--- src/fgsq_pkg.sv ---
`timescale 1ns / 1ps
// ----------------------------------------------------------------------------
// fgsq_pkg: shared types and constants for the friend graph query block
// widths of the item fields, request kinds, controller states and the
// command / status bundles between controller and datapath
// ----------------------------------------------------------------------------
package fgsq_pkg;

    // field widths
    localparam int KIND_W      = 3;
    localparam int ID_W        = 6;
    localparam int COUNT_W     = 7;
    localparam int ROW_W       = 64;
    localparam int ID_SPACE_DEF = 64;

    // bit counter slices a row into lanes, one lane per cycle
    localparam int PC_LANE     = 8;
    localparam int PC_STEPS    = ROW_W / PC_LANE;
    localparam int PC_STEP_W   = $clog2(PC_STEPS);
    localparam int LANE_SUM_W  = $clog2(PC_LANE + 1);

    // request kinds
    typedef enum logic [KIND_W-1:0] {
        KIND_CLEAR     = 3'd0,
        KIND_DECLARE   = 3'd1,
        KIND_ADD       = 3'd2,
        KIND_MUTUAL    = 3'd3,
        KIND_UNIQUE    = 3'd4,
        KIND_STRANGERS = 3'd5
    } kind_t;

    // controller states
    typedef enum logic [3:0] {
        S_IDLE,
        S_DECODE,
        S_ADD_WR,
        S_ROW_A,
        S_ROW_B,
        S_WALK,
        S_DRAIN,
        S_LOAD,
        S_COUNT,
        S_PUT
    } state_t;

    // read address source
    typedef enum logic [1:0] {
        RD_A,
        RD_B,
        RD_WALK
    } rd_src_t;

    // bit counter source
    typedef enum logic [1:0] {
        PC_MUTUAL,
        PC_UNIQUE,
        PC_STRANGERS
    } pc_src_t;

    // controller to datapath
    typedef struct packed {
        logic    latch;
        logic    clear_rec;
        logic    declare;
        logic    rd_en;
        rd_src_t rd_src;
        logic    wr_add;
        logic    row_a_take;
        logic    pc_load;
        pc_src_t pc_src;
        logic    pc_step;
        logic    put;
    } cmd_t;

    // datapath to controller
    typedef struct packed {
        kind_t kind;
        logic  a_present;
        logic  b_ok;
        logic  out_full;
    } status_t;

endpackage

--- src/fgsq_ctrl.sv ---
`timescale 1ns / 1ps
// ----------------------------------------------------------------------------
// fgsq_ctrl: sequencer of the friend graph query block
// decodes one request, walks the adjacency rows and steps the bit counter
// ----------------------------------------------------------------------------
module fgsq_ctrl #(
    parameter int ID_SPACE = fgsq_pkg::ID_SPACE_DEF,
    parameter int NODES    = (ID_SPACE < fgsq_pkg::ROW_W) ? ID_SPACE : fgsq_pkg::ROW_W,
    parameter int ADDR_W   = $clog2(NODES)
) (
    input  logic                clk,
    input  logic                rst_n,
    input  logic                req_valid,
    output logic                req_ready,
    input  fgsq_pkg::status_t   st,
    output fgsq_pkg::cmd_t      cmd,
    output logic [ADDR_W-1:0]   walk_idx
);

    fgsq_pkg::state_t                 state_reg, state_next;
    logic [ADDR_W-1:0]                walk_idx_reg, walk_idx_next;
    logic [fgsq_pkg::PC_STEP_W-1:0]   step_reg, step_next;
    logic                             walk_last;
    logic                             step_last;

    assign walk_last = (walk_idx_reg == ADDR_W'(NODES - 1));
    assign step_last = (step_reg == fgsq_pkg::PC_STEP_W'(fgsq_pkg::PC_STEPS - 1));
    assign walk_idx  = walk_idx_reg;
    assign req_ready = (state_reg == fgsq_pkg::S_IDLE);

    // state and counters
    always_ff @(posedge clk or negedge rst_n)
    begin
        if (!rst_n)
        begin
            state_reg    <= fgsq_pkg::S_IDLE;
            walk_idx_reg <= '0;
            step_reg     <= '0;
        end
        else
        begin
            state_reg    <= state_next;
            walk_idx_reg <= walk_idx_next;
            step_reg     <= step_next;
        end
    end

    // walk and step counters
    always_comb
    begin
        walk_idx_next = (state_reg == fgsq_pkg::S_WALK) ? walk_idx_reg + 1'b1 : '0;
        step_next     = (state_reg == fgsq_pkg::S_COUNT) ? step_reg + 1'b1 : '0;
    end

    // next state
    always_comb
    begin
        state_next = state_reg;
        unique case (state_reg)
            fgsq_pkg::S_IDLE:
            begin
                if (req_valid)
                begin
                    state_next = fgsq_pkg::S_DECODE;
                end
            end
            fgsq_pkg::S_DECODE:
            begin
                unique case (st.kind)
                    fgsq_pkg::KIND_ADD:
                    begin
                        state_next = (st.a_present && st.b_ok) ? fgsq_pkg::S_ADD_WR
                                                               : fgsq_pkg::S_IDLE;
                    end
                    fgsq_pkg::KIND_MUTUAL,
                    fgsq_pkg::KIND_UNIQUE,
                    fgsq_pkg::KIND_STRANGERS:
                    begin
                        state_next = fgsq_pkg::S_ROW_A;
                    end
                    default:
                    begin
                        state_next = fgsq_pkg::S_IDLE;
                    end
                endcase
            end
            fgsq_pkg::S_ADD_WR:
            begin
                state_next = fgsq_pkg::S_IDLE;
            end
            fgsq_pkg::S_ROW_A:
            begin
                state_next = (st.kind == fgsq_pkg::KIND_MUTUAL) ? fgsq_pkg::S_ROW_B
                                                                : fgsq_pkg::S_WALK;
            end
            fgsq_pkg::S_ROW_B:
            begin
                state_next = fgsq_pkg::S_COUNT;
            end
            fgsq_pkg::S_WALK:
            begin
                if (walk_last)
                begin
                    state_next = fgsq_pkg::S_DRAIN;
                end
            end
            fgsq_pkg::S_DRAIN:
            begin
                state_next = fgsq_pkg::S_LOAD;
            end
            fgsq_pkg::S_LOAD:
            begin
                state_next = fgsq_pkg::S_COUNT;
            end
            fgsq_pkg::S_COUNT:
            begin
                if (step_last)
                begin
                    state_next = fgsq_pkg::S_PUT;
                end
            end
            fgsq_pkg::S_PUT:
            begin
                if (!st.out_full)
                begin
                    state_next = fgsq_pkg::S_IDLE;
                end
            end
            default:
            begin
                state_next = fgsq_pkg::S_IDLE;
            end
        endcase
    end

    // commands
    always_comb
    begin
        cmd = '0;
        unique case (state_reg)
            fgsq_pkg::S_IDLE:
            begin
                cmd.latch = req_valid;
            end
            fgsq_pkg::S_DECODE:
            begin
                unique case (st.kind)
                    fgsq_pkg::KIND_CLEAR:
                    begin
                        cmd.clear_rec = 1'b1;
                    end
                    fgsq_pkg::KIND_DECLARE:
                    begin
                        cmd.declare = 1'b1;
                    end
                    fgsq_pkg::KIND_ADD:
                    begin
                        cmd.rd_en  = st.a_present && st.b_ok;
                        cmd.rd_src = fgsq_pkg::RD_A;
                    end
                    fgsq_pkg::KIND_MUTUAL,
                    fgsq_pkg::KIND_UNIQUE,
                    fgsq_pkg::KIND_STRANGERS:
                    begin
                        cmd.rd_en  = 1'b1;
                        cmd.rd_src = fgsq_pkg::RD_A;
                    end
                    default:
                    begin
                        cmd.rd_en = 1'b0;
                    end
                endcase
            end
            fgsq_pkg::S_ADD_WR:
            begin
                cmd.wr_add = 1'b1;
            end
            fgsq_pkg::S_ROW_A:
            begin
                cmd.row_a_take = 1'b1;
                if (st.kind == fgsq_pkg::KIND_MUTUAL)
                begin
                    cmd.rd_en  = 1'b1;
                    cmd.rd_src = fgsq_pkg::RD_B;
                end
            end
            fgsq_pkg::S_ROW_B:
            begin
                cmd.pc_load = 1'b1;
                cmd.pc_src  = fgsq_pkg::PC_MUTUAL;
            end
            fgsq_pkg::S_WALK:
            begin
                cmd.rd_en  = 1'b1;
                cmd.rd_src = fgsq_pkg::RD_WALK;
            end
            fgsq_pkg::S_DRAIN:
            begin
                cmd.rd_en = 1'b0;
            end
            fgsq_pkg::S_LOAD:
            begin
                cmd.pc_load = 1'b1;
                cmd.pc_src  = (st.kind == fgsq_pkg::KIND_UNIQUE) ? fgsq_pkg::PC_UNIQUE
                                                                 : fgsq_pkg::PC_STRANGERS;
            end
            fgsq_pkg::S_COUNT:
            begin
                cmd.pc_step = 1'b1;
            end
            fgsq_pkg::S_PUT:
            begin
                cmd.put = !st.out_full;
            end
            default:
            begin
                cmd.put = 1'b0;
            end
        endcase
    end

endmodule

--- config.mk ---
export PLATFORM = sky130hd
export DESIGN_NAME = fgsq_ctrl
export DESIGN_NICKNAME = d
export VERILOG_FILES = /design/src/fgsq_pkg.sv /design/src/fgsq_ctrl.sv
export SDC_FILE = /design/constraint.sdc
export NUM_CORES = 1
export LEC_CHECK = 0
export ABC_AREA = 0
export BUFFER_PORTS_ARGS = -buffer_cell sky130_fd_sc_hd__buf_2
export CORE_MARGIN = 1.5
export CORE_UTILIZATION = 38
export DETAILED_ROUTE_END_ITERATION = 10
export PLACE_DENSITY = 0.73
export SKIP_CTS_REPAIR_TIMING = 1
export SLEW_MARGIN = 10
export SYNTH_ARGS = -nofsm -noshare
export SYNTH_HDL_FRONTEND = slang
export SYNTH_SLANG_ARGS = --single-unit
--- constraint.sdc ---
create_clock -name clk -period 5.4 [get_ports clk]
set_clock_uncertainty 0.2 [all_clocks]
set_input_delay 0.27 -clock clk [delete_from_list [all_inputs] [get_ports clk]]
set_output_delay 0.27 -clock clk [all_outputs]
set_load 0.02 [all_outputs]
==> run_results.csv, run 1 <==
group,metric,value,unit
sta,slew_viol_final,0,
sta,totalNegativeSetupSlack,0,ns
grt,antenna_found_initial,0,
synthesis,synth_cell_types,37,
finish,fin_area,1010,um2
finish,fill_cells,194,
setup_path,crit_path_max_fanout,8,
finish,largest_reg_flops,6,
floorplan,fp.dieArea,2440,um2
sta,min_period,2.21,ns
grt,grt_pass1_wl,2970,um
finish,nets,130,
synthesis,async_reset_ff_share,100,%
sta,setup_viol,0,
placement,placed_cells_incl_taps,139,
cts,ctsLongestPathBuffers,2,
synthesis,synth_seq_cells,13,
floorplan,initial_core_util,40.9,%
pwr,p_per_area,411,nW/um2
sta,tightest_slew,0.322,ns
sta,finalCritPeriodShare,41.0,%
cts,cts_tree,"built",
synthesis,synth_edf_count,0,
flow_run,max-cap-violations,0,
setup_path,required,4.93,ns
synthesis,syn_nets,99,
grt,grt_usage,15.6,%
synthesis,ys_warn_count,0,
synthesis,synth_area_per_cell,9.42,um2
route,top_layer,"met4",
sta,hold_violations,0,
finish,drive_gt1_share,33.3,%
sta,fmax,452,MHz
sta,relSlewSlack,78.5,%
cts,clock_latency,0.27,ns
route,routed-wl-met2,768,um
route,met3_length,127,um
placement,preCtsSetupSlack,3.49,ns
cts,htree_num_levels,1,
route,drtAntennaViolNets,0,
synthesis,synth_ff_type,"dfrtp_1",
setup_path,cp-start-kind,"flop",
placement,place_area,972,um2
finish,seq_area,325,um2
finish,multi_input_area,465,um2
route,firstDrtPassIters,4,
floorplan,die_h,49.4,um
route,num_vias,756,
placement,gp_congestion,0.821,
route,drt_wl_total,1740,um
route,drt-initial-drc-count,10,
run_status,status,"completed",
route,m1WireLength,814,um
floorplan,core_area,2000,um2
synthesis,synth.yosys.seq_area_share,39.7,%
synthesis,syn_area,820,um2
grt,first_global_vias,660,
sta,fin_hold_ws,0.200,ns
sta,rsz0062_at_grt,"no",
placement,port_buffers,28,
setup_path,path_class,"flop to output port",
cts,clock-root-buffer,"clkbuf_4",
floorplan,rows,16,
route,via_per_inst,5.25,
synthesis,synthCells,87,
setup_path,critPathArrivalTime,1.74,ns
grt,gr-total-overflow,0,
placement,dp_hpwl,1370,um
pwr,p_leak,0.000533,uW
floorplan,io_pins,29,
worst_hold_path,hold_class,"input port to flop",
route,drc,0,
grt,grt_max_degree,14,
finish,fin_cells,144,
floorplan,die_w,49.4,um
cts,clk_pin_slew,0.08,ns
route,wl_per_cell,12.1,um
cts,cts-buffers-inserted,3,
pwr,ir_drop,0.000255,V
setup_path,cp-end-kind,"output port",
finish,synthToLayoutAreaGrowth,23.1,%
sta,setup_slack,3.19,ns
finish,diodes,0,
cts,clock_sinks,13,
## cell families (layout without fill, tap and decap cells)
group	Yosys count	after routing	synth area share, %
adder cells (fa/ha/maj)	3	3	4.58
AO/OA/AOI/OAI	15	15	15.4
XOR/XNOR	5	5	5.34
flip-flops	13	13	39.7
AND/OR/NAND/NOR	46	46	31.5
buffers and inverters	5	35	3.51
## worst max-delay path: stages, from the launching register on
cell	delay (ns)
dfrtp_1	0.48
or2_4	0.30
or3_4	0.36
inv_1	0.08
and2_1	0.11
buf_2	0.15
## metrics by stage
| step | util (%) | total power, uW |
|---|---|---|
| floorplan | - | 309 |
| global placement | 48.6 | 352 |
| detailed placement | 48.6 | 358 |
| CTS | 49.9 | 414 |
| global route | 50.4 | 447 |
| finish | 50.4 | 414 |
## routing by layer
layer / up-vias / global-route usage [%]
met5: - / 0
met2: 41 / 23.2
met4: 0 / 7.41
met3: 2 / 1.84
li1: 365 / -
met1: 348 / 22.3
## final cells by class
class                      instances  share of cell area, %
sequential                        13                   32.3
clock buffer                       4                   2.61
tap                               27                   3.35
timing repair buffer              29                   14.9
multi-input combinational         69                   46.2
inverter                           2                  0.744
## report_power, final
group          switching [uW]  total, uW  internal, uW
combinational             121        213          91.9
clock                    29.3       57.8          28.5
sequential               31.0        144           112
total                     182        414           233
## Yosys cell counts, types with 3 or more instances
library cell  count  area, um2
nand3_1           3       15.0
nor2_1           11       41.3
nor3_1            4       20.0
nand2b_1          3       18.8
xor2_1            4       35.0
nor3b_1           3       22.5
nor2b_1           3       18.8
dfrtp_1          13        325
nand2_1           6       22.5
and2_1            4       25.0
ha_1              3       37.5
## worst paths after layout
| check | from | endpoint | slack [ns] | cells past startpoint |
|---|---|---|---|---|
| max in group asynchronous | rst_n | state_reg[2] | 4.56 | 2 |
| min | req_valid | state_reg[0] | 0.20 | 3 |
| max reg2reg | step_reg[0] | state_reg[3] | 3.53 | 6 |
| max | state_reg[0] | cmd[12] | 3.19 | 5 |
| min reg2reg | step_reg[0] | step_reg[0] | 0.24 | 1 |
| min in group asynchronous | rst_n | walk_idx[0] | 0.21 | 2 |
## cells in the final DEF, fill, tap and decap left out
master | netlist | routed
a211o_1 | 1 | 1
a211oi_1 | 2 | 2
a21oi_1 | 1 | 1
and2_1 | 4 | 4
and3_1 | 2 | 2
buf_2 | 2 | 28
clkbuf_1 | 0 | 1
clkbuf_4 | 0 | 3
dfrtp_1 | 13 | 13
dlygate4sd3_1 | 0 | 1
ha_1 | 3 | 3
inv_1 | 2 | 2
nand2_1 | 6 | 6
nand2b_1 | 3 | 3
nand3_1 | 3 | 3
nand3b_1 | 1 | 1
nand3b_2 | 1 | 1
nor2_1 | 11 | 11
nor2b_1 | 3 | 3
nor3_1 | 4 | 4
nor3b_1 | 3 | 3
nor4_1 | 1 | 1
nor4bb_1 | 1 | 1
o2111ai_2 | 1 | 1
o211ai_2 | 1 | 1
o21a_1 | 1 | 1
o21ai_0 | 1 | 1
o21ai_1 | 1 | 1
o21ai_2 | 1 | 1
o21ba_2 | 1 | 1
o21bai_1 | 1 | 1
o22a_1 | 1 | 1
o2bb2ai_1 | 1 | 1
o31a_1 | 1 | 1
or2_2 | 1 | 1
or2_4 | 1 | 1
or3_4 | 1 | 1
xnor2_1 | 1 | 1
xor2_1 | 4 | 4
(Power assumes the default switching activity.)
==> inputs of run 2 (changes only) <==
--- a/config.mk
+++ b/config.mk
@@ -10,7 +10,7 @@
 export CORE_MARGIN = 1.5
 export CORE_UTILIZATION = 38
 export DETAILED_ROUTE_END_ITERATION = 10
-export PLACE_DENSITY = 0.73
+export PLACE_DENSITY = 0.75
 export SKIP_CTS_REPAIR_TIMING = 1
 export SLEW_MARGIN = 10
 export SYNTH_ARGS = -nofsm -noshare
==> constraint.sdc (replaced) <==
create_clock -name clk -period 2 [get_ports clk]
set_clock_uncertainty 0.2 [all_clocks]
set_input_delay 0.1 -clock clk [delete_from_list [all_inputs] [get_ports clk]]
set_output_delay 0.1 -clock clk [all_outputs]
set_load 0.02 [all_outputs]
==> run 2 against run 1 <==
Against the previous run: first-iteration DRC count down 30%; clock power grew to 2.8 times the previous value; core utilization up 1.6 points; sequential share of layout area decreased by 0.77 points; register-to-register slack got worse by 3.4 ns; final cell count up 1.4%; sequential cell count stayed put; sequential power increased to 2.7 times the previous value; combinational power rose to 3.0 times the previous value; worst hold slack got worse by 0.19 ns; routed wire length up 5.5%; critical endpoint unchanged; largest cell class unchanged.
==> run_results.csv, run 2 (synthesis gave the netlist of run 1 again) <==
group,metric,value,unit
setup_path,path_class,"flop to output port",
setup_path,required,1.70,ns
pwr,p_per_area,1150,nW/um2
placement,gp_congestion,0.766,
setup_path,critPathArrivalTime,1.68,ns
setup_path,slowest_stage,"dfrtp_2",
setup_path,r2r-end,"state_reg[3]",
floorplan,die_w,49.4,um
route,drt-initial-drc-count,7,
floorplan,core_area,2000,um2
worst_hold_path,hp-start,"req_valid",
setup_path,crit_path_max_fanout,8,
floorplan,initial_core_util,40.9,%
setup_path,reg2reg_depth,6,
cts,ctsLongestPathBuffers,2,
setup_path,cp_cell_sequence,"or2_4 > or3_4 > inv_2 > and2_4 > buf_6",
route,routed-wl-met2,821,um
route,num_vias,767,
placement,dp_hpwl,1430,um
finish,largest_reg_flops,6,
grt,grt_usage,17.2,%
finish,fin_area,1040,um2
cts,cts_tree,"built",
flow_run,max-cap-violations,0,
sta,fmax,505,MHz
grt,grt_max_degree,14,
cts,clock_sinks,13,
sta,totalNegativeSetupSlack,0,ns
route,met3_length,99,um
sta,rsz0062_at_grt,"yes",
setup_path,max_stage_delay,0.47,ns
finish,synthToLayoutAreaGrowth,27.0,%
finish,utilization,52.0,%
sta,tightest_slew,0.335,ns
finish,diodes,0,
cts,clock_latency,0.28,ns
finish,drive_gt1_share,39.5,%
floorplan,io_pins,29,
cts,cts-buffers-inserted,3,
route,wl_per_cell,12.6,um
grt,first_global_vias,717,
route,top_layer,"met4",
finish,nets,132,
setup_path,r2r_slack,0.11,ns
sta,hold_violations,0,
sta,fin_hold_ws,0.0143,ns
floorplan,rows,16,
route,firstDrtPassIters,3,
finish,layout_common_cells,"27 x buf_2, 11 x nor2_1, 11 x dfrtp_1",
setup_path,timing.rr.start,"step_reg[0]",
run_status,status,"completed",
route,drc,0,
setup_path,cp-start-kind,"flop",
sta,slew_viol_final,0,
cts,htree_num_levels,1,
setup_path,worst-path-buf-inv,2,
pwr,p_leak,0.000549,uW
floorplan,die_h,49.4,um
cts,clk_pin_slew,0.08,ns
placement,place_area,977,um2
placement,placed_cells_incl_taps,139,
finish,final_common_cell,"buf_2",
worst_hold_path,whs_path_depth,3,
pwr,ir_drop,0.000638,V
worst_hold_path,hold_class,"input port to flop",
setup_path,cp-end-kind,"output port",
route,drtAntennaViolNets,0,
worst_hold_path,worstHoldEndpoint,"state_reg[0]",
route,via_per_inst,5.25,
setup_path,crit_family,"simple AND/OR/NAND/NOR gates",
placement,port_buffers,28,
cts,clock-root-buffer,"clkbuf_4",
route,drt_wl_total,1830,um
sta,finalCritPeriodShare,99.1,%
grt,gr-total-overflow,0,
route,m1WireLength,857,um
grt,antenna_found_initial,0,
grt,grt_pass1_wl,3210,um
sta,relSlewSlack,77.7,%
sta,min_period,1.98,ns
sta,setup_viol,0,
finish,fin_cells,146,
floorplan,fp.dieArea,2440,um2
==> run 2: worst reg2reg max path, delay by kind of cell, from the launching register on <==
kind | cells | cell delay [ns]
compound gates | 3 | 0.55
fa+ha+maj | 2 | 0.36
flops | 1 | 0.39
simple gates | 1 | 0.26
==> run 2: through the flow <==
stage / power (uW) / setup WS (ns)
6_report: 1190 / 0.0187
5_1_grt: 1290 / -0.0350
4_1_cts: 1130 / -0.0508
3_5_place_dp: 968 / 0.123
3_3_place_gp: 952 / 0.178
2_1_floorplan: 839 / 0.203
==> run 2: power by group <==
group / leakage, uW / internal (uW) / total, uW / switching (uW)
sequential: 0.000175 / 308 / 389 / 80.7
clock: 0.0000177 / 74.3 / 161 / 87.2
combinational: 0.000356 / 295 / 642 / 347
total: 0.000549 / 677 / 1190 / 515
==> run 2: layout make-up <==
type                       instances  area (um2)
clock buffer                       3        22.5
clock inverter                     1        5.00
fill                             202         961
inverter                           2        7.51
multi-input combinational         69         473
sequential                        13         328
tap                               27        33.8
timing repair buffer              31         171
==> run 2: how the worst max path moves through the flow <==
stage | to | cells past startpoint | startpoint
6_report | cmd[12] | 5 | state_reg[1]
5_1_grt | cmd[12] | 5 | state_reg[1]
4_1_cts | cmd[12] | 5 | state_reg[0]
3_5_place_dp | state_reg[3] | 6 | step_reg[0]
3_3_place_gp | state_reg[0] | 6 | step_reg[0]
2_1_floorplan | cmd[12] | 5 | state_reg[0]
==> run 2: metal layers <==
layer / up-vias / GRT usage, %
met5: - / 0
met4: 0 / 11.1
met3: 5 / 2.45
met2: 30 / 26.6
met1: 362 / 22.2
li1: 370 / -
==> inputs of run 3 (changes only) <==
--- a/config.mk
+++ b/config.mk
@@ -11,6 +11,7 @@
 export CORE_UTILIZATION = 38
 export DETAILED_ROUTE_END_ITERATION = 10
 export PLACE_DENSITY = 0.75
+export SETUP_SLACK_MARGIN = 0.2
 export SKIP_CTS_REPAIR_TIMING = 1
 export SLEW_MARGIN = 10
 export SYNTH_ARGS = -nofsm -noshare
==> run 3 against run 2 <==
Against the previous run: combinational power grew 57%; fmax grew 0.32%; die area is the same; largest power group unchanged; worst hold slack gained 0.010 ns; first-iteration DRC count grew 110%.
==> run_results.csv, run 3 (synthesis gave the netlist of run 1 again) <==
group,metric,value,unit
run_status,status,"completed",
floorplan,die_h,49.4,um
route,firstDrtPassIters,4,
grt,grt_max_degree,14,
cts,cts-buffers-inserted,3,
cts,htree_num_levels,1,
setup_path,cp-start-kind,"flop",
cts,cts_tree,"built",
setup_path,crit_family,"simple AND/OR/NAND/NOR gates",
finish,largest_reg_flops,6,
setup_path,crit_path_max_fanout,6,
route,drtAntennaViolNets,0,
floorplan,die_w,49.4,um
flow_run,max-cap-violations,0,
grt,gr-total-overflow,0,
placement,place_area,977,um2
floorplan,fp.dieArea,2440,um2
finish,drive_gt1_share,56.3,%
route,drt_wl_total,2330,um
grt,grt_usage,17.2,%
cts,clock-root-buffer,"clkbuf_4",
route,via_per_inst,5.40,
finish,fill_cells,188,
setup_path,worst-path-buf-inv,2,
grt,grt_pass1_wl,3210,um
floorplan,io_pins,29,
finish,layout_common_cells,"24 x buf_2, 12 x buf_4, 10 x nor2_1",
worst_hold_path,hold_class,"input port to async pin",
grt,met2_usage,26.6,%
grt,grt_busiest_layer,"met2",
floorplan,core_area,2000,um2
finish,synthToLayoutAreaGrowth,49.6,%
finish,diodes,0,
setup_path,cp-end-kind,"output port",
sta,fmax,506,MHz
route,drt-initial-drc-count,15,
grt,met1_usage,22.2,%
placement,port_buffers,28,
grt,antenna_found_initial,0,
pwr,p_leak,0.000607,uW
setup_path,max_stage_delay,0.46,ns
setup_path,cp_cell_sequence,"or2_4 > or3_4 > inv_2 > and2_4 > buf_6",
sta,tightest_slew,0.416,ns
floorplan,initial_core_util,40.9,%
sta,hold_violations,0,
sta,finalCritPeriodShare,98.7,%
setup_path,required,1.70,ns
finish,nets,141,
finish,seq_area,330,um2
finish,multi_input_area,573,um2
placement,dp_hpwl,1430,um
finish,final_common_cell,"buf_2",
cts,ctsLongestPathBuffers,2,
sta,setup_viol,0,
pwr,p_per_area,1270,nW/um2
sta,relSlewSlack,72.2,%
setup_path,slowest_stage,"dfrtp_2",
placement,gp_congestion,0.766,
floorplan,rows,16,
route,wl_per_cell,15.0,um
grt,grt_use_met3,2.45,%
sta,min_period,1.97,ns
cts,clk_pin_slew,0.08,ns
setup_path,path_class,"flop to output port",
grt,first_global_vias,717,
finish,fin_area,1230,um2
cts,clock_latency,0.28,ns
route,drc,0,
sta,fin_hold_ws,0.0245,ns
sta,slew_viol_final,0,
sta,rsz0062_at_grt,"yes",
pwr,ir_drop,0.000742,V
cts,clock_sinks,13,
route,num_vias,837,
setup_path,critPathArrivalTime,1.67,ns
[run 3: path summary, 6_finish.rpt]
kind	start	to	slack, ns	cells after the start
worst min register to register	walk_idx[0]	walk_idx[0]	0.31	1
worst min-delay path	rst_n	walk_idx[1]	0.02	2
min in group clk	req_valid	state_reg[3]	0.03	3
max in group asynchronous	rst_n	state_reg[2]	1.32	2
worst max register to register	state_reg[1]	state_reg[1]	0.14	5
worst max-delay path	state_reg[1]	cmd[12]	0.03	5
[run 3: metrics by stage]
stage	setup slack [ns]	cells	utilization (%)	setup TNS, ns	power, uW
after global placement	0.178	139	48.8	0	952
final	0.0251	155	61.3	0	1560
after global routing	-0.0202	155	61.3	-0.0202	1640
after detailed placement	0.123	139	48.8	0	968
after floorplan	0.203	87	-	0	839
after CTS	-0.0508	143	50.2	-0.0508	1130
[run 3: layout make-up]
cell class                 count  area share, %
multi-input combinational     69           46.7
sequential                    13           26.9
timing repair buffer          40           20.7
tap                           27           2.76
clock buffer                   3           1.84
inverter                       2          0.612
clock inverter                 1          0.408
[run 3: worst reg2reg max path: stages (launching register included)]
cell      delay [ns]
dfrtp_2         0.46
or2_4           0.27
or3_4           0.35
buf_4           0.15
o211ai_4        0.22
a211oi_2        0.08
[run 3: layer usage]
| metal | share of wire (%) | up-vias | wire [um] |
|---|---|---|---|
| li1 | - | 391 | - |
| met1 | 44 | 403 | 1030 |
| met2 | 49 | 38 | 1130 |
| met3 | 4.8 | 5 | 113 |
| met4 | 2.4 | 0 | 55 |
| met5 | 0 | - | 0 |
[run 3: power breakdown]
| group | switching (uW) | total [uW] | internal (uW) |
|---|---|---|---|
| sequential | 76.2 | 387 | 311 |
| combinational | 497 | 1010 | 510 |
| clock | 89.9 | 164 | 74.3 |
| total | 663 | 1560 | 895 |
